==> src/hw/rtl/rqs_pkg.sv <==
// Shared types, codes and sizes of the requantization block.
// Used by every module of the block; depends on nothing.
`timescale 1ns / 1ps

package rqs_pkg;

  localparam int LANE_COUNT   = 32;
  localparam int LANE_W       = 5;
  localparam int DATA_W       = 32;
  localparam int SHIFT_IN_W   = 8;
  localparam int SCALE_BYTE_W = 8;
  localparam int SHIFT_W      = 6;
  localparam int SAT_W        = 48;
  localparam int PROD_W       = 64;
  localparam int GSHIFT_W     = 5;
  localparam int SRC_W        = 2;

  localparam int MQ_DEPTH   = 2;
  localparam int MQ_PTR_W   = $clog2(MQ_DEPTH);
  localparam int MQ_CNT_W   = $clog2(MQ_DEPTH + 1);
  localparam int OQ_DEPTH   = 4;
  localparam int OQ_PTR_W   = $clog2(OQ_DEPTH);
  localparam int OQ_CNT_W   = $clog2(OQ_DEPTH + 1);

  localparam int APB_ADDR_W = 4;
  localparam int APB_DATA_W = 32;

  typedef enum logic {
    REQ_LOAD  = 1'b0,
    REQ_SCALE = 1'b1
  } req_type_t;

  typedef enum logic [SRC_W-1:0] {
    SRC_GLOBAL = 2'd0,
    SRC_TABLE  = 2'd1,
    SRC_NONE   = 2'd2
  } shift_src_t;

  typedef enum logic [1:0] {
    REG_SCALE_MODE   = 2'd0,
    REG_SHIFT_SOURCE = 2'd1,
    REG_GLOBAL_SHIFT = 2'd2
  } reg_idx_t;

  typedef struct packed {
    logic                scale_mode;
    logic [SRC_W-1:0]    shift_source;
    logic [GSHIFT_W-1:0] global_shift;
  } cfg_t;

  // One scale operation waiting for the multiplier.
  typedef struct packed {
    logic [DATA_W-1:0]  acc;
    logic [DATA_W-1:0]  scale;
    logic [SHIFT_W-1:0] shift;
  } item_t;

endpackage

==> src/hw/rtl/rqs_cfg_regs.sv <==
// APB register file holding scale mode, shift source and global shift.
// Depends on rqs_pkg.
`timescale 1ns / 1ps

module rqs_cfg_regs (
  input  logic                              clk,
  input  logic                              rst,
  input  logic                              psel,
  input  logic                              penable,
  input  logic                              pwrite,
  input  logic [rqs_pkg::APB_ADDR_W-1:0]    paddr,
  input  logic [rqs_pkg::APB_DATA_W-1:0]    pwdata,
  output logic [rqs_pkg::APB_DATA_W-1:0]    prdata,
  output logic                              pready,
  output rqs_pkg::cfg_t                     cfg
);

  rqs_pkg::cfg_t cfg_q;
  logic          wr_en;
  logic [1:0]    reg_idx;

  assign pready  = 1'b1;
  assign wr_en   = psel && penable && pwrite;
  assign reg_idx = paddr[3:2];
  assign cfg     = cfg_q;

  always_ff @(posedge clk) begin
    if (rst) begin
      cfg_q <= '0;
    end else if (wr_en) begin
      case (reg_idx)
        rqs_pkg::REG_SCALE_MODE:   cfg_q.scale_mode   <= pwdata[0];
        rqs_pkg::REG_SHIFT_SOURCE: cfg_q.shift_source <= pwdata[rqs_pkg::SRC_W-1:0];
        rqs_pkg::REG_GLOBAL_SHIFT: cfg_q.global_shift <= pwdata[rqs_pkg::GSHIFT_W-1:0];
        default: ;
      endcase
    end
  end

  always_comb begin
    case (reg_idx)
      rqs_pkg::REG_SCALE_MODE:
        prdata = rqs_pkg::APB_DATA_W'(cfg_q.scale_mode);
      rqs_pkg::REG_SHIFT_SOURCE:
        prdata = rqs_pkg::APB_DATA_W'(cfg_q.shift_source);
      rqs_pkg::REG_GLOBAL_SHIFT:
        prdata = rqs_pkg::APB_DATA_W'(cfg_q.global_shift);
      default:
        prdata = '0;
    endcase
  end

endmodule

==> src/hw/rtl/rqs_front.sv <==
// Front end: accepts items, updates the lane shift table on load items and
// turns scale items into queue entries with the scale and shift resolved.
// Depends on rqs_pkg.
`timescale 1ns / 1ps

module rqs_front (
  input  logic                              clk,
  input  logic                              rst,
  input  rqs_pkg::cfg_t                     cfg,
  input  logic                              push,
  input  logic                              q_full,
  input  logic                              req_type,
  input  logic [rqs_pkg::LANE_W-1:0]        lane,
  input  logic signed [rqs_pkg::SHIFT_IN_W-1:0] shift_in,
  input  logic signed [rqs_pkg::DATA_W-1:0] accumulator,
  input  logic signed [rqs_pkg::DATA_W-1:0] scale_word,
  output logic                              q_push,
  output rqs_pkg::item_t                    q_item
);

  logic [rqs_pkg::SHIFT_IN_W-1:0] lane_shift [rqs_pkg::LANE_COUNT];
  logic                           accept;
  logic                           lane_ok;
  logic [rqs_pkg::SHIFT_IN_W-1:0] tbl_val;
  logic [rqs_pkg::SHIFT_W-1:0]    tbl_shift;
  logic [rqs_pkg::SHIFT_W-1:0]    shift_sel;
  logic [rqs_pkg::DATA_W-1:0]     scale_sel;

  assign accept  = push && !q_full;
  assign lane_ok = (int'(lane) < rqs_pkg::LANE_COUNT);

  always_ff @(posedge clk) begin
    if (rst) begin
      for (int i = 0; i < rqs_pkg::LANE_COUNT; i++) begin
        lane_shift[i] <= '0;
      end
    end else if (accept && (req_type == rqs_pkg::REQ_LOAD) && lane_ok) begin
      lane_shift[lane] <= shift_in;
    end
  end

  // Lanes outside the table read as a zero shift.
  assign tbl_val = lane_ok ? lane_shift[lane] : '0;

  // Negative entries clamp to zero, entries of 64 and above clamp to 63.
  always_comb begin
    if (tbl_val[rqs_pkg::SHIFT_IN_W-1]) begin
      tbl_shift = '0;
    end else if (|tbl_val[rqs_pkg::SHIFT_IN_W-2:rqs_pkg::SHIFT_W]) begin
      tbl_shift = '1;
    end else begin
      tbl_shift = tbl_val[rqs_pkg::SHIFT_W-1:0];
    end
  end

  always_comb begin
    case (cfg.shift_source)
      rqs_pkg::SRC_GLOBAL: shift_sel = rqs_pkg::SHIFT_W'(cfg.global_shift);
      rqs_pkg::SRC_TABLE:  shift_sel = tbl_shift;
      default:             shift_sel = '0;
    endcase
  end

  assign scale_sel = cfg.scale_mode ? scale_word :
    {{(rqs_pkg::DATA_W - rqs_pkg::SCALE_BYTE_W){scale_word[rqs_pkg::SCALE_BYTE_W-1]}},
     scale_word[rqs_pkg::SCALE_BYTE_W-1:0]};

  assign q_push       = accept && (req_type == rqs_pkg::REQ_SCALE);
  assign q_item.acc   = accumulator;
  assign q_item.scale = scale_sel;
  assign q_item.shift = shift_sel;

endmodule

==> src/hw/rtl/rqs_queue.sv <==
// Short queue that decouples the front end from the multiply pipeline.
// Depends on rqs_pkg.
`timescale 1ns / 1ps

module rqs_queue (
  input  logic           clk,
  input  logic           rst,
  input  logic           push,
  input  rqs_pkg::item_t wr_item,
  output logic           full,
  input  logic           pop,
  output rqs_pkg::item_t rd_item,
  output logic           empty
);

  rqs_pkg::item_t                mem [rqs_pkg::MQ_DEPTH];
  logic [rqs_pkg::MQ_PTR_W-1:0]  wr_ptr;
  logic [rqs_pkg::MQ_PTR_W-1:0]  rd_ptr;
  logic [rqs_pkg::MQ_CNT_W-1:0]  count;
  logic                          do_push;
  logic                          do_pop;

  assign full    = (count == rqs_pkg::MQ_CNT_W'(rqs_pkg::MQ_DEPTH));
  assign empty   = (count == '0);
  assign do_push = push && !full;
  assign do_pop  = pop && !empty;
  assign rd_item = mem[rd_ptr];

  always_ff @(posedge clk) begin
    if (do_push) begin
      mem[wr_ptr] <= wr_item;
    end
  end

  always_ff @(posedge clk) begin
    if (rst) begin
      wr_ptr <= '0;
      rd_ptr <= '0;
      count  <= '0;
    end else begin
      if (do_push) begin
        wr_ptr <= (wr_ptr == rqs_pkg::MQ_PTR_W'(rqs_pkg::MQ_DEPTH - 1)) ? '0 : wr_ptr + 1'b1;
      end
      if (do_pop) begin
        rd_ptr <= (rd_ptr == rqs_pkg::MQ_PTR_W'(rqs_pkg::MQ_DEPTH - 1)) ? '0 : rd_ptr + 1'b1;
      end
      if (do_push && !do_pop) begin
        count <= count + 1'b1;
      end else if (do_pop && !do_push) begin
        count <= count - 1'b1;
      end
    end
  end

endmodule

==> src/hw/rtl/rqs_back.sv <==
// Back end: multiply, saturate to 48 bits, arithmetic right shift, and the
// result queue. Depends on rqs_pkg.
`timescale 1ns / 1ps

module rqs_back (
  input  logic                              clk,
  input  logic                              rst,
  input  logic                              q_empty,
  input  rqs_pkg::item_t                    q_item,
  output logic                              q_pop,
  output logic                              empty,
  input  logic                              pop,
  output logic signed [rqs_pkg::DATA_W-1:0] result
);

  localparam int SAT_MAG_W = rqs_pkg::SAT_W - 1;

  // Credit count: items in the two pipeline stages plus the result queue.
  logic [rqs_pkg::OQ_CNT_W-1:0] credit;
  logic                         out_pop;

  logic signed [rqs_pkg::DATA_W-1:0] acc_s;
  logic signed [rqs_pkg::DATA_W-1:0] scale_s;
  logic signed [rqs_pkg::PROD_W-1:0] prod_c;

  logic                              s1_valid;
  logic signed [rqs_pkg::PROD_W-1:0] s1_prod;
  logic [rqs_pkg::SHIFT_W-1:0]       s1_shift;

  logic                              ovf_hi;
  logic                              ovf_lo;
  logic signed [rqs_pkg::SAT_W-1:0]  sat_c;
  logic signed [rqs_pkg::SAT_W-1:0]  shifted_c;

  logic                              s2_valid;
  logic [rqs_pkg::DATA_W-1:0]        s2_result;

  logic [rqs_pkg::DATA_W-1:0]   oq [rqs_pkg::OQ_DEPTH];
  logic [rqs_pkg::OQ_PTR_W-1:0] oq_wr_ptr;
  logic [rqs_pkg::OQ_PTR_W-1:0] oq_rd_ptr;
  logic [rqs_pkg::OQ_CNT_W-1:0] oq_count;

  assign out_pop = pop && !empty;
  assign q_pop   = !q_empty && (credit < rqs_pkg::OQ_CNT_W'(rqs_pkg::OQ_DEPTH));

  always_ff @(posedge clk) begin
    if (rst) begin
      credit <= '0;
    end else if (q_pop && !out_pop) begin
      credit <= credit + 1'b1;
    end else if (out_pop && !q_pop) begin
      credit <= credit - 1'b1;
    end
  end

  // Stage 1: full 32 x 32 signed product.
  assign acc_s   = q_item.acc;
  assign scale_s = q_item.scale;
  assign prod_c  = rqs_pkg::PROD_W'(acc_s) * rqs_pkg::PROD_W'(scale_s);

  always_ff @(posedge clk) begin
    if (rst) begin
      s1_valid <= 1'b0;
    end else begin
      s1_valid <= q_pop;
    end
  end

  always_ff @(posedge clk) begin
    if (q_pop) begin
      s1_prod  <= prod_c;
      s1_shift <= q_item.shift;
    end
  end

  // Stage 2: the product fits in 48 bits when bits 63..47 all agree.
  assign ovf_hi = !s1_prod[rqs_pkg::PROD_W-1] && (|s1_prod[rqs_pkg::PROD_W-2:SAT_MAG_W]);
  assign ovf_lo = s1_prod[rqs_pkg::PROD_W-1] && !(&s1_prod[rqs_pkg::PROD_W-2:SAT_MAG_W]);

  always_comb begin
    if (ovf_hi) begin
      sat_c = {1'b0, {SAT_MAG_W{1'b1}}};
    end else if (ovf_lo) begin
      sat_c = {1'b1, {SAT_MAG_W{1'b0}}};
    end else begin
      sat_c = s1_prod[rqs_pkg::SAT_W-1:0];
    end
  end

  assign shifted_c = sat_c >>> s1_shift;

  always_ff @(posedge clk) begin
    if (rst) begin
      s2_valid <= 1'b0;
    end else begin
      s2_valid <= s1_valid;
    end
  end

  always_ff @(posedge clk) begin
    if (s1_valid) begin
      s2_result <= shifted_c[rqs_pkg::DATA_W-1:0];
    end
  end

  // Result queue; the credit count keeps it from overflowing.
  assign empty  = (oq_count == '0);
  assign result = oq[oq_rd_ptr];

  always_ff @(posedge clk) begin
    if (s2_valid) begin
      oq[oq_wr_ptr] <= s2_result;
    end
  end

  always_ff @(posedge clk) begin
    if (rst) begin
      oq_wr_ptr <= '0;
      oq_rd_ptr <= '0;
      oq_count  <= '0;
    end else begin
      if (s2_valid) begin
        oq_wr_ptr <= (oq_wr_ptr == rqs_pkg::OQ_PTR_W'(rqs_pkg::OQ_DEPTH - 1)) ?
                     '0 : oq_wr_ptr + 1'b1;
      end
      if (out_pop) begin
        oq_rd_ptr <= (oq_rd_ptr == rqs_pkg::OQ_PTR_W'(rqs_pkg::OQ_DEPTH - 1)) ?
                     '0 : oq_rd_ptr + 1'b1;
      end
      if (s2_valid && !out_pop) begin
        oq_count <= oq_count + 1'b1;
      end else if (out_pop && !s2_valid) begin
        oq_count <= oq_count - 1'b1;
      end
    end
  end

endmodule

==> src/hw/rtl/requant_scale_saturate_shift.sv <==
// Top level of the accumulator requantization block.
// Depends on rqs_pkg, rqs_cfg_regs, rqs_front, rqs_queue and rqs_back.
//
// Usage:
//   Configuration goes through the APB port (scale_mode at 0x0,
//   shift_source at 0x4, global_shift at 0x8) while the block is idle.
//   Items enter through push/full: an item transfers on a clock edge with
//   push high and full low. A load item (req_type 0) writes the lane's
//   shift byte into the table at once and yields no result. A scale item
//   (req_type 1) yields one 32-bit result.
//   Results leave through empty/pop: the oldest result sits on the result
//   port while empty is low and transfers on an edge with pop high.
//   A scale item accepted into the item queue reaches the result port through
//   the multiply register, the saturate/shift register and the result
//   queue. Throughput: one item per cycle while results are popped as they
//   arrive, since every stage, the single 32 x 32 multiply included,
//   advances each cycle and the credit count never throttles such a stream.
//   When pop is held low the four-entry result queue fills, the multiply
//   pipeline stops drawing items, the two-entry item queue fills and full
//   rises; no item is lost.
//   Reset (synchronous, active high) clears the configuration registers, the
//   shift table and all queues; full and empty are low and high right after it.
`timescale 1ns / 1ps

module requant_scale_saturate_shift (
  input  logic                                  clk,
  input  logic                                  rst,
  input  logic                                  psel,
  input  logic                                  penable,
  input  logic                                  pwrite,
  input  logic [rqs_pkg::APB_ADDR_W-1:0]        paddr,
  input  logic [rqs_pkg::APB_DATA_W-1:0]        pwdata,
  output logic [rqs_pkg::APB_DATA_W-1:0]        prdata,
  output logic                                  pready,
  input  logic                                  push,
  output logic                                  full,
  input  logic                                  req_type,
  input  logic [rqs_pkg::LANE_W-1:0]            lane,
  input  logic signed [rqs_pkg::SHIFT_IN_W-1:0] shift_in,
  input  logic signed [rqs_pkg::DATA_W-1:0]     accumulator,
  input  logic signed [rqs_pkg::DATA_W-1:0]     scale_word,
  output logic                                  empty,
  input  logic                                  pop,
  output logic signed [rqs_pkg::DATA_W-1:0]     result
);

  rqs_pkg::cfg_t  cfg;
  logic           q_push;
  logic           q_full;
  logic           q_pop;
  logic           q_empty;
  rqs_pkg::item_t wr_item;
  rqs_pkg::item_t rd_item;

  assign full = q_full;

  rqs_cfg_regs u_cfg_regs (
    .clk     (clk),
    .rst     (rst),
    .psel    (psel),
    .penable (penable),
    .pwrite  (pwrite),
    .paddr   (paddr),
    .pwdata  (pwdata),
    .prdata  (prdata),
    .pready  (pready),
    .cfg     (cfg)
  );

  rqs_front u_front (
    .clk         (clk),
    .rst         (rst),
    .cfg         (cfg),
    .push        (push),
    .q_full      (q_full),
    .req_type    (req_type),
    .lane        (lane),
    .shift_in    (shift_in),
    .accumulator (accumulator),
    .scale_word  (scale_word),
    .q_push      (q_push),
    .q_item      (wr_item)
  );

  rqs_queue u_queue (
    .clk     (clk),
    .rst     (rst),
    .push    (q_push),
    .wr_item (wr_item),
    .full    (q_full),
    .pop     (q_pop),
    .rd_item (rd_item),
    .empty   (q_empty)
  );

  rqs_back u_back (
    .clk     (clk),
    .rst     (rst),
    .q_empty (q_empty),
    .q_item  (rd_item),
    .q_pop   (q_pop),
    .empty   (empty),
    .pop     (pop),
    .result  (result)
  );

endmodule

==> config.mk <==
export PLATFORM = sky130hd
export DESIGN_NAME = requant_scale_saturate_shift
export DESIGN_NICKNAME = d
export VERILOG_FILES = /design/src/hw/rtl/rqs_pkg.sv /design/src/hw/rtl/rqs_cfg_regs.sv /design/src/hw/rtl/rqs_front.sv /design/src/hw/rtl/rqs_queue.sv /design/src/hw/rtl/rqs_back.sv /design/src/hw/rtl/requant_scale_saturate_shift.sv
export SDC_FILE = /design/constraint.sdc
export NUM_CORES = 2
export LEC_CHECK = 0
export BUFFER_PORTS_ARGS = -buffer_cell sky130_fd_sc_hd__buf_2
export CORE_ASPECT_RATIO = 1.25
export CORE_MARGIN = 3
export CORE_UTILIZATION = 38
export CTS_BUF_LIST = sky130_fd_sc_hd__clkbuf_2 sky130_fd_sc_hd__clkbuf_4 sky130_fd_sc_hd__clkbuf_8
export CTS_CLUSTER_DIAMETER = 120
export CTS_CLUSTER_SIZE = 24
export DETAILED_ROUTE_END_ITERATION = 7
export HOLD_SLACK_MARGIN = 0.1
export SYNTH_ARGS = -nofsm -noshare
export SYNTH_HDL_FRONTEND = slang
export SYNTH_SLANG_ARGS = --single-unit
==> constraint.sdc <==
create_clock -name clk -period 26.6 [get_ports clk]
set_input_delay 2.66 -clock clk [delete_from_list [all_inputs] [get_ports clk]]
set_output_delay 2.66 -clock clk [all_outputs]
set_load 0.01 [all_outputs]
==> results.tsv <==
metric	value	unit
grtUsageMet1	27.0	%
cp_data_required_time	27.18	ns
die_w	374	µm
dr_total_vias	42426	
grt_max_degree	65	
cpMostUsedCell	fa_1	
grt_use_met3	4.26	%
synth_cell_types	72	
crit_buf_inv	6	
crit_slowest_cell	mux2i_2	
maxSlewHeadroom	15.1	%
initial_utilization	38.3	%
clock_skew	0.104	ns
cts_setup_buffers	0	
detail-route-antenna-nets	0	
worst_slew_pin_slew	1.26	ns
cp-start-kind	flop	
finalWeightedCongestion	0.939	
hpwl	132	mm
cts_inserted_buffers	36	
clk_path_buf_depth	3	
final_common_cell	fa_1	
syn2layout_area_growth	5.98	%
hp-class	reg2reg	
setup_ws	15.02	ns
finalHoldViolCount	0	
clkTransAtPathRegs	0.14	ns
synthArstFlopShare	0	%
cp_max_fo	58	
synthCells	5855	
clk_latency	0.78	ns
fin_nets	7219	
grt_usage	20.7	%
grt_pass1_wl	274	mm
ys_ff_latch	653	
holdBufCountCts	0	
cts_sinks	653	
coreArea	168000	µm²
synth_edf_count	626	
routed_wl	178	mm
period_needed	11.58	ns
first_pass_iters	6	
htree_num_levels	2	
nFillCells	16057	
grtUsageMet2	34.2	%
rsz0062_at_grt	no	
rows	168	
num_io_pins	188	
pre_cts_slack	15.24	ns
ys_warn_count	0	
grt_pass1_vias	45635	
synth-main-ff-cell	edfxtp_1	
drv_slew	0	
holdWs	0.494	ns
run_status	complete, no violations	
worst-setup-path-type	reg2reg	
synth.avg_cell_area	11.0	µm²
cp_slowest_stage_delay	0.98	ns
finalSetupTns	0	ns
final_cell_mix	fa_1 (1084), inv_1 (987), nor2_1 (670)	
viasPerCell	5.26	
overflow	0	
drive_above_1_share	9.38	%
cts_tree	built	
fmax	0.0863	GHz
crit_family	adder cells	
setup-violations-final	0	
antenna_found_initial	4	
min_from	u_back.oq_count[2]$_SDFFE_PP0P_	
wl_per_cell	22.0	µm
cts_resized	0	
max_cap_viol_count	0	
syn_area	64300	µm²
busiest_layer	met2	
drtIter0Drc	3174	
crit_arrival	12.16	ns
dieArea	174000	µm²
endpoint_kind	flop	
drc	0	
dieHeight	466	µm
yosysSeqAreaShare	30.1	%
fin_crit_sh	43.5	%
cts-root-buf	clkbuf_8	
portBuffers	130	
## cell usage after synthesis, drive strengths merged (6+ instances only)
cell    count  area [µm²]
a211oi     23         178
a21o       29         218
a21oi     123         619
a22oi      30         225
a31oi       8        50.1
and2      278        1740
and3       11        68.8
buf        75         388
clkbuf    241         905
dfxtp      27         541
edfxtp    626       18800
fa       1084       21700
ha        192        2400
inv       990        3720
mux2       88         991
mux2i     143        1430
mux4      101        2270
nand2     639        2400
nand2b     18         113
nand3      24         120
nand3b      6        45.0
nand4      23         144
nor2      672        2520
nor2b       9        56.3
nor3       18        90.1
nor4        7        43.8
o211ai     21         158
o21a        9        67.6
o21ai     155         776
o21bai     12        90.1
or2        35         219
xnor2      50         438
xor2       26         228
## tightest hold or removal path, delay by kind of cell (launching register included)
| kind | cells | cell delay (ns) |
|---|---|---|
| AO/OA/AOI/OAI | 2 | 0.13 |
| flip-flops | 1 | 0.34 |
## final cells by class
type                       count  area [µm²]  share of cell area, %
clock buffer                  48         586                  0.859
sequential                   653       19300                   28.4
clock inverter                11         149                  0.218
tap                         2210        2770                   4.06
timing repair buffer         219        1320                   1.94
multi-input combinational   3919       40200                   59.0
antenna                        6        15.0                 0.0220
inverter                     993        3730                   5.47
## stage by stage
step,area [µm²],utilization [%],std cells
final,68100,40.6,8059
after global routing,68100,40.6,8055
after CTS,68100,40.6,8053
after detailed placement,67400,40.1,7994
after global placement,67400,40.1,7994
after floorplan,64400,-,5881
## state kept, by name (all words and copies together), names as in the netlist, 2 cells and up, named ones only
| register | cells |
|---|---|
| u_cfg_regs.cfg | 8 |
| u_queue.count | 2 |
| u_back.s2_result | 32 |
| u_back.oq | 128 |
| u_back.oq_rd_ptr | 2 |
| u_back.credit | 3 |
| u_back.s1_shift | 6 |
| u_queue.mem | 140 |
| u_back.oq_wr_ptr | 2 |
| u_front.lane_shift | 256 |
| u_back.s1_prod | 64 |
| u_back.oq_count | 3 |
## routing by layer
| layer | up-vias | share of wire [%] |
|---|---|---|
| met1 | 21923 | 40 |
| met3 | 415 | 8.8 |
| met2 | 1741 | 47 |
| met4 | 2 | 4.2 |
| li1 | 18345 | - |
| met5 | - | 0.011 |
## worst paths after layout
kind	end	slack [ns]	cells past startpoint
setup reg to reg	u_back.s1_prod[63]$_DFFE_PP_	15.02	27
hold reg to reg	u_back.oq_count[2]$_SDFFE_PP0P_	0.49	2
setup / recovery	u_back.s1_prod[63]$_DFFE_PP_	15.02	27
hold / removal	u_back.oq_count[2]$_SDFFE_PP0P_	0.49	2
## cell families (layout without fill, tap and decap cells)
logic type	count (synthesis)	count (layout)	synth area share (%)
xor gates and xnor gates	76	76	1.04
other	2	34	0.0117
buffers and inverters	1309	1271	7.81
DFF	653	653	30.1
adders and majority gates	1276	1276	37.5
and+or+nand+nor	1757	1757	12.0
muxes	332	332	7.30
AOI/OAI and AO/OA	450	450	4.33
Power is left out: the tool's default activity adds up to more than one toggle a clock period on the data nets, which glitch-free logic cannot reach.
